--- config.mk ---
export PLATFORM = sky130hd
export DESIGN_NAME = source_text_tokenizer_unit
export DESIGN_NICKNAME = d
export VERILOG_FILES = /design/src/stt_pkg.sv /design/src/source_text_tokenizer_unit.sv
export SDC_FILE = /design/constraint.sdc
export NUM_CORES = 1
export LEC_CHECK = 0
export ABC_AREA = 1
export BUFFER_PORTS_ARGS = -buffer_cell sky130_fd_sc_hd__buf_4
export CORE_UTILIZATION = 58
export CTS_BUF_LIST = sky130_fd_sc_hd__clkbuf_4
export DETAILED_ROUTE_END_ITERATION = 6
export GPL_ROUTABILITY_DRIVEN = 0
export HOLD_SLACK_MARGIN = 0.12
export PLACE_DENSITY = 0.79
export SYNTH_ARGS = -nofsm -noshare
export SYNTH_HDL_FRONTEND = slang
export SYNTH_SLANG_ARGS = --single-unit
--- constraint.sdc ---
create_clock -name clock -period 5.1 [get_ports clock]
set_input_delay 0.51 -clock clock [delete_from_list [all_inputs] [get_ports clock]]
set_output_delay 0.51 -clock clock [all_outputs]
set_load 0.005 [all_outputs]
--- src/stt_pkg.sv ---
// Types and constants shared by the source text tokenizer.
`default_nettype none
package stt_pkg;

   // Result fields are fixed at 24 bits for positions.
   localparam int PosOutW = 24;
   localparam int PrefixBytes = 6;
   localparam int KwCount = 11;

   typedef struct packed {
      logic [7:0] in_byte;
      logic       end_marker;
   } stt_req_type;

   typedef struct packed {
      logic [2:0]         token_kind;
      logic [3:0]         keyword_index;
      logic [PosOutW-1:0] start_offset;
      logic [7:0]         text_length;
      logic [PosOutW-1:0] line_number;
      logic [7:0]         first_text_byte;
      logic [7:0]         second_text_byte;
      logic               last_of_run;
   } stt_rsp_type;

   typedef enum logic [5:0] {
      MODE_IDLE    = 6'b000001,
      MODE_IDENT   = 6'b000010,
      MODE_INT     = 6'b000100,
      MODE_STRING  = 6'b001000,
      MODE_COMMENT = 6'b010000,
      MODE_PEND    = 6'b100000
   } scan_mode_type;

   // Token kinds
   localparam logic [2:0] KIND_EOF     = 3'd0;
   localparam logic [2:0] KIND_IDENT   = 3'd1;
   localparam logic [2:0] KIND_INT     = 3'd2;
   localparam logic [2:0] KIND_STRING  = 3'd3;
   localparam logic [2:0] KIND_KEYWORD = 3'd4;
   localparam logic [2:0] KIND_OP      = 3'd5;
   localparam logic [2:0] KIND_PUNCT   = 3'd6;

   // Character codes
   localparam logic [7:0] CH_NUL   = 8'h00;
   localparam logic [7:0] CH_TAB   = 8'h09;
   localparam logic [7:0] CH_LF    = 8'h0A;
   localparam logic [7:0] CH_CR    = 8'h0D;
   localparam logic [7:0] CH_SPACE = 8'h20;
   localparam logic [7:0] CH_QUOTE = 8'h22;
   localparam logic [7:0] CH_PCT   = 8'h25;
   localparam logic [7:0] CH_AMP   = 8'h26;
   localparam logic [7:0] CH_STAR  = 8'h2A;
   localparam logic [7:0] CH_PLUS  = 8'h2B;
   localparam logic [7:0] CH_MINUS = 8'h2D;
   localparam logic [7:0] CH_SLASH = 8'h2F;
   localparam logic [7:0] CH_LT    = 8'h3C;
   localparam logic [7:0] CH_EQ    = 8'h3D;
   localparam logic [7:0] CH_GT    = 8'h3E;
   localparam logic [7:0] CH_BANG  = 8'h21;
   localparam logic [7:0] CH_BAR   = 8'h7C;
   localparam logic [7:0] CH_UNDER = 8'h5F;

   // Keywords, right-aligned in a 48-bit prefix; index is the keyword number.
   localparam logic [47:0] KW_TEXT [KwCount] = '{
      48'h0000_0000_666E,   // fn
      48'h0000_006C_6574,   // let
      48'h0000_0076_6172,   // var
      48'h0000_0000_6966,   // if
      48'h0000_656C_7365,   // else
      48'h0077_6869_6C65,   // while
      48'h0000_0066_6F72,   // for
      48'h7265_7475_726E,   // return
      48'h0000_7472_7565,   // true
      48'h0066_616C_7365,   // false
      48'h0000_0000_696E    // in
   };
   localparam logic [7:0] KW_LEN [KwCount] = '{
      8'd2, 8'd3, 8'd3, 8'd2, 8'd4, 8'd5, 8'd3, 8'd6, 8'd4, 8'd5, 8'd2
   };

endpackage
`default_nettype wire

--- src/source_text_tokenizer_unit.sv ---
// Streaming lexical tokenizer: source bytes in, token records out.
//
//  channel   dir  payload        accepted when
//  req_*     in   stt_req_type   req_valid && req_ready
//  rsp_*     out  stt_rsp_type   rsp_valid && rsp_ready
//
// Each accepted byte is scanned in the cycle it is accepted and its records
// (zero, one or two) land in a three-entry result queue the next cycle.
// One byte per cycle while req_ready is high; a byte that makes two records
// sends them one after the other through the single result port.
// req_ready is high while the queue holds at most one record, so a stalled
// consumer backs up the input once two records are waiting.
// Synchronous active-high reset: scan state to idle, offset 0, line 1, queue empty.
`default_nettype none
module source_text_tokenizer_unit #(
   parameter int MAX_TEXT      = 255,
   parameter int POSITION_BITS = 24
) (
   input  wire                  clock,
   input  wire                  reset,
   input  wire                  req_valid,
   output logic                 req_ready,
   input  stt_pkg::stt_req_type req_payload,
   output logic                 rsp_valid,
   input  wire                  rsp_ready,
   output stt_pkg::stt_rsp_type rsp_payload
);
   import stt_pkg::*;

   localparam int PB = POSITION_BITS;
   localparam logic [PB-1:0] PosOne = PB'(1);

   // ---------------- scan state ----------------
   scan_mode_type mode_ff, mode_in;
   logic [PB-1:0] offset_ff, offset_in;
   logic [PB-1:0] line_ff, line_in;
   logic [PB-1:0] tok_start_ff, tok_start_in;
   logic [PB-1:0] tok_line_ff, tok_line_in;
   logic [7:0]    count_ff, count_in;
   logic [47:0]   prefix_ff, prefix_in;
   logic [7:0]    pend_ff, pend_in;

   // ---------------- result queue ----------------
   stt_rsp_type   q_ff [3];
   stt_rsp_type   q_in [3];
   stt_rsp_type   shifted [3];
   logic [1:0]    q_cnt_ff, q_cnt_in, base;

   logic          accept, pop, eos;
   logic [7:0]    c;

   stt_rsp_type   close_rec, begin_rec, eof_rec, op2_rec, out0, out1;
   logic          close_hit, begin_hit, rec_a_hit, rec_b_hit;
   stt_rsp_type   rec_b;
   logic [1:0]    n_rec;

   scan_mode_type begin_mode;
   logic [PB-1:0] begin_start;
   logic [7:0]    begin_count, begin_pend;
   logic [47:0]   begin_prefix;

   logic          kw_hit;
   logic [3:0]    kw_idx;

   function automatic logic is_alpha(input logic [7:0] ch);
      return (ch >= 8'h61 && ch <= 8'h7A) || (ch >= 8'h41 && ch <= 8'h5A) || ch == CH_UNDER;
   endfunction

   function automatic logic is_digit(input logic [7:0] ch);
      return ch >= 8'h30 && ch <= 8'h39;
   endfunction

   function automatic logic [PB-1:0] pos_inc(input logic [PB-1:0] v);
      return (v == '1) ? v : v + PosOne;
   endfunction

   function automatic logic [7:0] count_inc(input logic [7:0] v);
      return (v < 8'(MAX_TEXT)) ? v + 8'd1 : v;
   endfunction

   function automatic stt_rsp_type make_rec(
      input logic [2:0]    kind,
      input logic [3:0]    kw,
      input logic [PB-1:0] start,
      input logic [7:0]    len,
      input logic [PB-1:0] line,
      input logic [7:0]    b1,
      input logic [7:0]    b2
   );
      stt_rsp_type r;
      r.token_kind       = kind;
      r.keyword_index    = kw;
      r.start_offset     = PosOutW'(start);
      r.text_length      = len;
      r.line_number      = PosOutW'(line);
      r.first_text_byte  = b1;
      r.second_text_byte = b2;
      r.last_of_run      = 1'b0;
      return r;
   endfunction

   assign c      = req_payload.in_byte;
   assign eos    = req_payload.end_marker || (c == CH_NUL);
   assign accept = req_valid && req_ready;
   assign pop    = rsp_valid && rsp_ready;

   // Keyword match on the open identifier; lengths above six never match.
   always_comb begin
      kw_hit = 1'b0;
      kw_idx = 4'd0;
      for (int i = 0; i < KwCount; i++) begin
         if (count_ff == KW_LEN[i] && prefix_ff == KW_TEXT[i]) begin
            kw_hit = 1'b1;
            kw_idx = 4'(i);
         end
      end
   end

   // Record that closes the open token, if any.
   always_comb begin
      close_hit = 1'b1;
      unique case (mode_ff)
         MODE_IDENT: begin
            close_rec = kw_hit
               ? make_rec(KIND_KEYWORD, kw_idx, tok_start_ff, count_ff, tok_line_ff, 8'd0, 8'd0)
               : make_rec(KIND_IDENT, 4'd0, tok_start_ff, count_ff, tok_line_ff, 8'd0, 8'd0);
         end
         MODE_INT:
            close_rec = make_rec(KIND_INT, 4'd0, tok_start_ff, count_ff, tok_line_ff,
                                 8'd0, 8'd0);
         MODE_STRING:
            close_rec = make_rec(KIND_STRING, 4'd0, tok_start_ff, count_ff, tok_line_ff,
                                 8'd0, 8'd0);
         MODE_PEND:
            close_rec = make_rec(KIND_OP, 4'd0, tok_start_ff, 8'd1, tok_line_ff,
                                 pend_ff, 8'd0);
         default: begin
            close_hit = 1'b0;
            close_rec = make_rec(KIND_EOF, 4'd0, tok_start_ff, 8'd0, tok_line_ff,
                                 8'd0, 8'd0);
         end
      endcase
   end

   // Token that this byte opens.
   always_comb begin
      begin_start  = offset_ff;
      begin_count  = 8'd1;
      begin_prefix = '0;
      begin_pend   = 8'd0;
      begin_hit    = 1'b0;
      begin_mode   = MODE_IDLE;
      begin_rec    = make_rec(KIND_PUNCT, 4'd0, offset_ff, 8'd1, line_ff, c, 8'd0);
      priority if (c == CH_SPACE || c == CH_TAB || c == CH_LF || c == CH_CR) begin
         begin_mode = MODE_IDLE;
      end else if (is_alpha(c)) begin
         begin_mode   = MODE_IDENT;
         begin_prefix = {40'd0, c};
      end else if (is_digit(c)) begin
         begin_mode = MODE_INT;
      end else if (c == CH_QUOTE) begin
         begin_mode  = MODE_STRING;
         begin_start = pos_inc(offset_ff);
         begin_count = 8'd0;
      end else if (c == CH_SLASH || c == CH_EQ || c == CH_BANG || c == CH_LT ||
                   c == CH_GT || c == CH_AMP || c == CH_BAR) begin
         begin_mode = MODE_PEND;
         begin_pend = c;
      end else if (c == CH_PLUS || c == CH_MINUS || c == CH_STAR || c == CH_PCT) begin
         begin_hit = 1'b1;
         begin_rec = make_rec(KIND_OP, 4'd0, offset_ff, 8'd1, line_ff, c, 8'd0);
      end else begin
         begin_hit = 1'b1;   // any other byte, including non-ASCII, is punctuation
      end
   end

   assign eof_rec = make_rec(KIND_EOF, 4'd0, offset_ff, 8'd0, line_ff, 8'd0, 8'd0);
   assign op2_rec = make_rec(KIND_OP, 4'd0, tok_start_ff, 8'd2, tok_line_ff, pend_ff, CH_EQ);

   // Per-byte scan step.
   always_comb begin
      logic restart;
      restart      = 1'b0;
      mode_in      = mode_ff;
      offset_in    = offset_ff;
      line_in      = line_ff;
      tok_start_in = tok_start_ff;
      tok_line_in  = tok_line_ff;
      count_in     = count_ff;
      prefix_in    = prefix_ff;
      pend_in      = pend_ff;
      rec_a_hit    = 1'b0;
      rec_b_hit    = 1'b0;
      rec_b        = begin_rec;
      if (accept) begin
         if (eos) begin
            // close the open token, report end of file, back to reset values
            rec_a_hit    = close_hit;
            rec_b        = eof_rec;
            rec_b_hit    = 1'b1;
            mode_in      = MODE_IDLE;
            offset_in    = '0;
            line_in      = PosOne;
            tok_start_in = '0;
            tok_line_in  = PosOne;
            count_in     = 8'd0;
            prefix_in    = '0;
            pend_in      = 8'd0;
         end else begin
            unique case (mode_ff)
               MODE_IDENT: begin
                  if (is_alpha(c) || is_digit(c)) begin
                     if (count_ff < 8'(PrefixBytes)) prefix_in = {prefix_ff[39:0], c};
                     count_in = count_inc(count_ff);
                  end else begin
                     restart = 1'b1;
                  end
               end
               MODE_INT: begin
                  if (is_digit(c)) count_in = count_inc(count_ff);
                  else restart = 1'b1;
               end
               MODE_STRING: begin
                  if (c == CH_QUOTE) begin
                     rec_a_hit = 1'b1;
                     mode_in   = MODE_IDLE;
                  end else begin
                     count_in = count_inc(count_ff);
                  end
               end
               MODE_COMMENT: begin
                  if (c == CH_LF) mode_in = MODE_IDLE;
               end
               MODE_PEND: begin
                  priority if (pend_ff == CH_SLASH && c == CH_SLASH) begin
                     mode_in = MODE_COMMENT;
                  end else if (pend_ff != CH_SLASH && c == CH_EQ) begin
                     rec_b     = op2_rec;
                     rec_b_hit = 1'b1;
                     mode_in   = MODE_IDLE;
                  end else begin
                     restart = 1'b1;
                  end
               end
               default: restart = 1'b1;   // idle between tokens
            endcase
            if (restart) begin
               rec_a_hit    = close_hit;
               rec_b_hit    = begin_hit;
               mode_in      = begin_mode;
               tok_start_in = begin_start;
               tok_line_in  = line_ff;
               count_in     = begin_count;
               prefix_in    = begin_prefix;
               pend_in      = begin_pend;
            end
            if (c == CH_LF) line_in = pos_inc(line_ff);
            offset_in = pos_inc(offset_ff);
         end
      end
   end

   // Pack the records of this byte in order; the last one carries last_of_run.
   always_comb begin
      out0 = rec_a_hit ? close_rec : rec_b;
      out0.last_of_run = !(rec_a_hit && rec_b_hit);
      out1 = rec_b;
      out1.last_of_run = 1'b1;
      n_rec = 2'(rec_a_hit) + 2'(rec_b_hit);
   end

   // Result queue: head at entry 0, pop shifts down, pushes append.
   always_comb begin
      base = q_cnt_ff - 2'(pop);
      shifted[0] = pop ? q_ff[1] : q_ff[0];
      shifted[1] = pop ? q_ff[2] : q_ff[1];
      shifted[2] = q_ff[2];
      for (int i = 0; i < 3; i++) begin
         q_in[i] = shifted[i];
         if (n_rec != 2'd0 && 2'(i) == base) q_in[i] = out0;
         if (n_rec == 2'd2 && 2'(i) == base + 2'd1) q_in[i] = out1;
      end
      q_cnt_in = base + n_rec;
   end

   assign req_ready   = (q_cnt_ff <= 2'd1);
   assign rsp_valid   = (q_cnt_ff != 2'd0);
   assign rsp_payload = q_ff[0];

   always_ff @(posedge clock) begin
      if (reset) begin
         mode_ff      <= MODE_IDLE;
         offset_ff    <= '0;
         line_ff      <= PosOne;
         tok_start_ff <= '0;
         tok_line_ff  <= PosOne;
         count_ff     <= 8'd0;
         prefix_ff    <= '0;
         pend_ff      <= 8'd0;
         q_cnt_ff     <= 2'd0;
      end else begin
         mode_ff      <= mode_in;
         offset_ff    <= offset_in;
         line_ff      <= line_in;
         tok_start_ff <= tok_start_in;
         tok_line_ff  <= tok_line_in;
         count_ff     <= count_in;
         prefix_ff    <= prefix_in;
         pend_ff      <= pend_in;
         q_cnt_ff     <= q_cnt_in;
      end
   end

   // Queue payload needs no reset.
   always_ff @(posedge clock) begin
      for (int i = 0; i < 3; i++) begin
         q_ff[i] <= q_in[i];
      end
   end

endmodule
`default_nettype wire

==> After elaboration in Yosys (flattened, before gate mapping) <==
Memory sizes are Yosys's and may differ from the RTL's.
Cells that the tools add are included.
{ "totals": {"register_bits": 168, "ram_bits": 240, "output_inout_bits": 82, "elab_cells": 258, "memories": 1} }
{ "op_classes": {"n_addsub": 7, "order_cmp": 9, "n_eq_ne": 54, "n_mux": 117, "reduce_logical": 61} }
{ "memory_table": {"columns": ["name", "words", "word_bits", "read_ports", "rd_clocked_by_memory_dff", "wr", "line_no", "rtl"], "rows": [
  ["q_ff", 3, 80, 3, 0, 3, "source_text_tokenizer_unit.sv:44", "stt_rsp_type q_ff [3];"]
]} }
{ "op_table": {"columns": ["cell", "n"], "rows": [
  ["$mux W80", 15],
  ["$mux W79", 6],
  ["$pmux W80 S4", 1],
  ["$mux W24", 13],
  ["$mux W48", 5],
  ["$eq A48 B15 Y1 const B", 3],
  ["$eq A48 B23 Y1 const B", 3],
  ["$mux W8", 15],
  ["$eq A8 B6 Y1 const B", 13],
  ["$eq A48 B31 Y1 const B", 2],
  ["$eq A48 B39 Y1 const B", 2],
  ["$mux W6", 11],
  ["$add A24 B1 Y24 const B", 2],
  ["$eq A24 B24 Y1 const B", 2],
  ["$eq A48 B47 Y1 const B", 1],
  ["$mux W1", 39],
  ["$mux W4", 8],
  ["$logic_and A1 B1 Y1", 25],
  ["$eq A8 B3 Y1 const B", 3],
  ["$eq A8 B4 Y1 const B", 3],
  ["$pmux W8 S3", 1],
  ["$ne A4 B4 Y1 const B", 5],
  ["$pmux W6 S3", 1],
  ["$eq A8 B2 Y1 const B", 2],
  ["other kinds (39)", 67]
]} }

==> Depth between registers and ports, before layout <==
Gate-level depths: netlist of run 1.
{ "depth": {"ltp_word": 20, "ltp_mapped": 23, "mapped_depth_nobuf": 23} }

==> Least setup slack after synthesis of run 1 <==
Ideal clock, no wire load.
{ "synth_path": {"path_type": "input to register", "start": "input port req_payload[4] (netlist name)", "end": "memory q_ff[0][166] (netlist name) (enable)", "setup_ps": 427, "arrival_ps": 4173, "required_ps": 4673, "slack_ps": 500, "cell_stages": 17, "n_path_buf": 4, "path_cell_list": "buf_2 nor2_2 nand2_1 nor2_1 nor2_2 buf_6 inv_2 nor2_2 nand3_1 nand2_1 buf_2 ha_1 inv_1 nor3_2 inv_1 clkbuf_1 nand2_1"} }
{ "synth_lines": {"columns": ["item", "line_no", "rtl"], "rows": [
  ["start, declared", "source_text_tokenizer_unit.sv:23", "input stt_pkg::stt_req_type req_payload,"],
  ["end, declared", "source_text_tokenizer_unit.sv:44", null]
]} }

==> impl_metrics.toml, run 1 <==
[synth]
yosysSeqAreaShare = 0.437
synth_ff_type = "dfxtp_1"
syn-mean-instance-area_sq_um = 7.46
synth_cell_type_count = 55
syn-cell-area_sq_um = 22000
synth_edf_count = 186
synth_top_area_frac = 0.254
yosys-top-cells-area = "edfxtp_1 (25%), dfxtp_1 (18%), nand2_1 (13%)"
ys_ff_latch = 387
syn-instance-count = 2945
ys.warnings.count = 0
synth_top_area_cell = "edfxtp_1"
postSynth.asyncResetShare = 0

[layout]
instances_no_fill = 3544
nets = 2979
post-route-util = 0.643
fill_cells = 3278
regArea_sq_um = 9610
drive_gt1_frac = 0.129
layout_common_cells = "nand2_1 (781), nor2_1 (338), inv_1 (286)"
syn_to_final_growth_pct = 8.16
layout_commonest_cell = "nand2_1"
multiInputGateArea_sq_um = 9960

[grt]
grt_antenna_before_repair = 1
grt_pass1_wl_mm = 97.9
grt.total_usage = 0.313
grt_start_max_net_pins = 136
overflow = 0
grt_pass1_vias = 19800

[power_and_ir_drop]
ir_drop_mv = 0.467
p_leak_uw = 0.00932
powerDensity_nw_per_um2 = 456

[floorplan]
core_sq_um = 37000
start_util = 0.594
fp.dieArea_sq_um = 38700
rows = 70
chipWidth_um = 197
die-height_um = 197
io_pins = 95

[sta]
hold_viol = 0
fmax_ghz = 0.221
worst_pin_slew_ns = 1.26
min_period_ns = 4.52
finalMaxSlewViolations = 0
period_share = 0.887
setup_viol = 0
clock_skew_ns = 0.0484
grt_setup_unrepaired = "no"
relSlewSlack = 0.162
finalSetupTns_ns = 0

[clock_tree]
ctsResizeCount = 0
cts_setup_buffers = 0
root_buffer = "clkbuf_4"
cts.sinks = 387
clkLatencyLatePin_ns = 0.81
cts_buffers = 100
cts_htree_levels = 3
cts_hold_buffers = 7
clockBufferDepth = 3
clk_pin_slew_ns = 0.07
cts_tree = "done"

[outcome]
status = "complete, but fails checks"
violations = "DRC"

[worst_setup_path]
crit_path_start_kind = "input pin"
crit_arrival_ns = 4.98
path_delay_family = "simple AND/OR/NAND/NOR gates"
worstPathRequired_ns = 5.56
slowest_stage = "nor2_1"
crit_fanout = 56
max_stage_delay_ns = 0.70
setup.worst_path.end_class = "flip-flop"
setup.worst_path.class = "in -> reg"
critPathMostFrequentCell = "nor2_1"
crit_chain = "dlygate4sd3_1 -> buf_4 -> nor2_2 -> nand3_1 -> nor2_1 -> nand2_1 -> nand3_2 -> nand3_2 -> nor2_4 -> nand2_1 -> nand2_2 -> inv_1 -> o21ai_0 -> ha_1 -> nor2_1 -> nand2_4 -> inv_1 -> nor2_1 -> inv_1 -> nor2_1 -> inv_2 -> buf_12"
worst-path-buf-inv = 7

[placed_design]
dpl.hpwl_mm = 38.7
place_inst = 3350
io_buffers = 91

[routing]
vias = 20700
drtPass1Iterations = 7
drc = 1
routed_via_density = 5.84
drt_wl_total_mm = 60.2
wl_per_cell_um = 17.0
drt-initial-drc-count = 2316
drtAntennaViolNets = 0

[hold_path]
hp-class = "in -> reg"

[job]
maxCapViolCount = 0
## tightest hold or removal path: stages
cell and delay, ns:
buf_4 0.08, nand2_1 0.12, nand2_1 0.13, nand3_1 0.09
nand2_1 0.06
## Yosys cell counts (all sizes together) (3+ instances only)
cell type	count
o211a	7
nor3	53
nand4	34
nor4	7
nand2	794
clkbuf	91
dfxtp	201
nand3b	8
inv	296
edfxtp	186
o21a	61
a22oi	12
a31oi	53
xnor2	3
o22ai	98
a211oi	28
nand3	132
nor2	349
a21oi	80
clkinv	4
xor2	29
o211ai	12
ha	11
o2111ai	3
buf	135
or2	3
o21ai	242
nor3b	3
## flip-flops by register name (all words and copies together), names as in the netlist
name and cells:
q_ff 219, count_ff 8, q_cnt_ff 2, tok_start_ff 24, mode_ff 6, offset_ff 24, tok_line_ff 24, line_ff 24
pend_ff 8, prefix_ff 48
## through the flow
| step | cell area, sq um | total power (uW) | worst slack [ns] | hold slack [ns] |
|---|---|---|---|---|
| 2_1_floorplan | 22000 | 7090 | 0.500 | 0.421 |
| 3_3_place_gp | 22300 | 7920 | 0.704 | 0.433 |
| 3_5_place_dp | 22300 | 8040 | 0.520 | 0.435 |
| 4_1_cts | 23800 | 10800 | 0.778 | 0.153 |
| 5_1_grt | 23800 | 11400 | 0.247 | 0.209 |
| 6_report | 23800 | 10800 | 0.577 | 0.202 |
## layout make-up
cell class	count	area share
sequential	387	0.404
multi-input combinational	2034	0.419
timing repair buffer	132	0.0451
clock buffer	164	0.0518
antenna	1	0.000105
clock inverter	22	0.00516
tap	504	0.0265
inverter	300	0.0475
## power by group
group	total [uW]	switching, uW	leakage, uW	internal (uW)
Clock	2810	1310	0.000809	1500
Combinational	3310	2130	0.00510	1180
Sequential	4730	382	0.00341	4340
## routing by layer
layer  share of wire  up-vias  global-route usage
met3           0.088      210              0.0525
met4           0.038        0               0.148
met2            0.47     1071               0.524
met5               0        -                   0
met1            0.40     9603               0.394
li1                -     9817                   -
## kinds of logic after synthesis
family / Yosys count / synth area share
adder cells (fa/ha/maj): 11 / 0.00627
other: 1 / 0.000171
AND/OR/NAND/NOR: 1386 / 0.263
flip-flops: 387 / 0.437
multiplexers: 1 / 0.000456
AO/OA/AOI/OAI: 601 / 0.169
XOR/XNOR: 32 / 0.0128
buffers and inverters: 526 / 0.111
## worst paths after layout
kind / start / end / slack (ns) / depth (start not counted)
worst max register to register: mode_ff[2] / q_ff[0][79] / 0.67 / 20
worst min register to register: q_ff[0][125] / q_ff[0][125] / 0.45 / 2
worst min-delay path: rsp_ready / q_ff[0][153] / 0.20 / 5
worst max-delay path: req_payload[7] / q_ff[0][79] / 0.58 / 22
No activity file was read; power rests on OpenSTA's default activity.
==> run 2: changes to the inputs <==
Settings changed: PLACE_DENSITY 0.79 to 0.76.
==> impl_metrics.toml, run 2 (same netlist as run 1, synthesis figures left out) <==
[outcome]
status = "complete, but fails checks"
violations = "DRC"

[grt]
grt_pass1_wl_mm = 97.2
overflow = 0
grt_pass1_vias = 19700
grt.total_usage = 0.310
grt_antenna_before_repair = 2
grt_start_max_net_pins = 136

[clock_tree]
cts.sinks = 387
clkLatencyLatePin_ns = 0.82
ctsResizeCount = 0
cts_htree_levels = 3
cts_buffers = 99
clockBufferDepth = 3
cts_tree = "done"
root_buffer = "clkbuf_4"
clk_pin_slew_ns = 0.07

[floorplan]
fp.dieArea_sq_um = 38700
core_sq_um = 37000
io_pins = 95
die-height_um = 197
rows = 70
start_util = 0.594
chipWidth_um = 197

[worst_setup_path]
worstPathRequired_ns = 5.61
max_stage_delay_ns = 0.69
worstReg2RegEnd = "q_ff[0][70]"
reg2reg_from = "mode_ff[2]"
crit_arrival_ns = 4.95
crit_chain = "dlygate4sd3_1 -> buf_4 -> nor2_2 -> nand3_1 -> nor2_1 -> nand2_1 -> nand3_2 -> nand3_2 -> nor2_4 -> nand2_1 -> nand2_2 -> inv_1 -> o21ai_0 -> ha_1 -> nor2_1 -> nand2_4 -> buf_4 -> buf_4 -> o21ai_0"
critPathMostFrequentCell = "buf_4"
setup.worst_path.end_class = "flip-flop"
crit_fanout = 66
crit_path_start_kind = "input pin"
r2r_setup_slack_ns = 0.78
slowest_stage = "buf_4"
reg2reg_depth = 17
setup.worst_path.class = "in -> reg"

[power_and_ir_drop]
p_leak_uw = 0.00932
ir_drop_mv = 0.276
powerDensity_nw_per_um2 = 455

[sta]
period_share = 0.870
hold_viol = 0
worst_pin_slew_ns = 1.18
setup_slack_ns = 0.662
setup_viol = 0
fin_hold_ws_ns = 0.206
fmax_ghz = 0.225
clock_skew_ns = 0.0478
relSlewSlack = 0.211
finalMaxSlewViolations = 0
grt_setup_unrepaired = "no"
finalSetupTns_ns = 0
min_period_ns = 4.44

[placed_design]
dpl.hpwl_mm = 38.7
place_inst = 3350
io_buffers = 91
place_area_sq_um = 22300
pre_cts_slack_ns = 0.547

[routing]
drt-initial-drc-count = 1806
vias = 20400
drc = 8
wl_per_cell_um = 16.7
drtAntennaViolNets = 0
drtPass1Iterations = 7
drt_wl_total_mm = 59.3
routed_via_density = 5.75

[layout]
drive_gt1_frac = 0.128
regMostFlops = "q_ff"
layout_commonest_cell = "nand2_1"
largest_reg_flops = 219
fill_cells = 3254
nets = 2979
layout_common_cells = "nand2_1 (781), nor2_1 (338), inv_1 (286)"
top_regs = "q_ff: 219 flops, prefix_ff: 48 flops"
instances_no_fill = 3543
syn_to_final_growth_pct = 8.14
design_area_sq_um = 23800

[hold_path]
holdPathStages = 2
min_to = "line_ff[22]"
hp-class = "in -> reg"
hold_path.startpoint = "reset"

[job]
maxCapViolCount = 0
run 2: cell count changes in the layout (fill, tap and decap cells not counted), sizes merged:
cell,previous run,this run
clkbuf,164,160
clkinvlp,2,0
diode,1,2
dlygate4sd3,7,8
clkinv,22,25
run 2: worst max-delay path by stage:
stage	startpoint	end	slack, ns	cells past startpoint
final	req_payload[7]	q_ff[0][70]	0.66	19
after global routing	req_payload[7]	q_ff[0][78]	0.43	19
after CTS	req_payload[7]	q_ff[0][70]	0.82	19
after detailed placement	req_payload[7]	q_ff[0][70]	0.55	18
after global placement	req_payload[7]	q_ff[0][34]	0.82	18
after floorplan	req_payload[4]	q_ff[0][166]	0.50	17
run 2: report_power, final:
group | switching (uW) | internal (uW) | leakage (uW)
Combinational | 2120 | 1190 | 0.00511
Sequential | 373 | 4340 | 0.00341
Clock | 1310 | 1470 | 0.000799
Total | 3810 | 7000 | 0.00932
run 2: stage by stage:
step                power [uW]   util
finish                   10800  0.643
global placement          7910  0.605
CTS                      10800  0.643
global route             11400  0.643
floorplan                 7090      -
detailed placement        8050  0.605
run 2: layout make-up:
| type | count | area, sq um | area share |
|---|---|---|---|
| Multi-Input combinational cell | 2034 | 9960 | 0.419 |
| Sequential cell | 387 | 9610 | 0.405 |
| Clock buffer | 160 | 1200 | 0.0506 |
| Inverter | 300 | 1130 | 0.0475 |
| Timing Repair Buffer | 133 | 1090 | 0.0460 |
| Tap cell | 504 | 631 | 0.0265 |
| Clock inverter | 23 | 123 | 0.00516 |
| Antenna cell | 2 | 5.00 | 0.000211 |
run 2: worst max-delay path: cells and delay by family:
kind / cells / cell delay (ns)
simple gates: 11 / 1.59
fa+ha+maj: 1 / 0.28
buf+inv: 5 / 2.00
compound gates: 2 / 0.51
run 2: what timing repair did:
item	4_1_cts	5_1_grt
setup buffers	0	0
hold buffers	8	0
endpoints found under the hold margin	9	0
run 2: routing by layer:
layer | part of all wire | track usage
met1 | 0.42 | 0.396
met2 | 0.46 | 0.499
met3 | 0.082 | 0.0606
met4 | 0.039 | 0.165
met5 | 0.00019 | 0
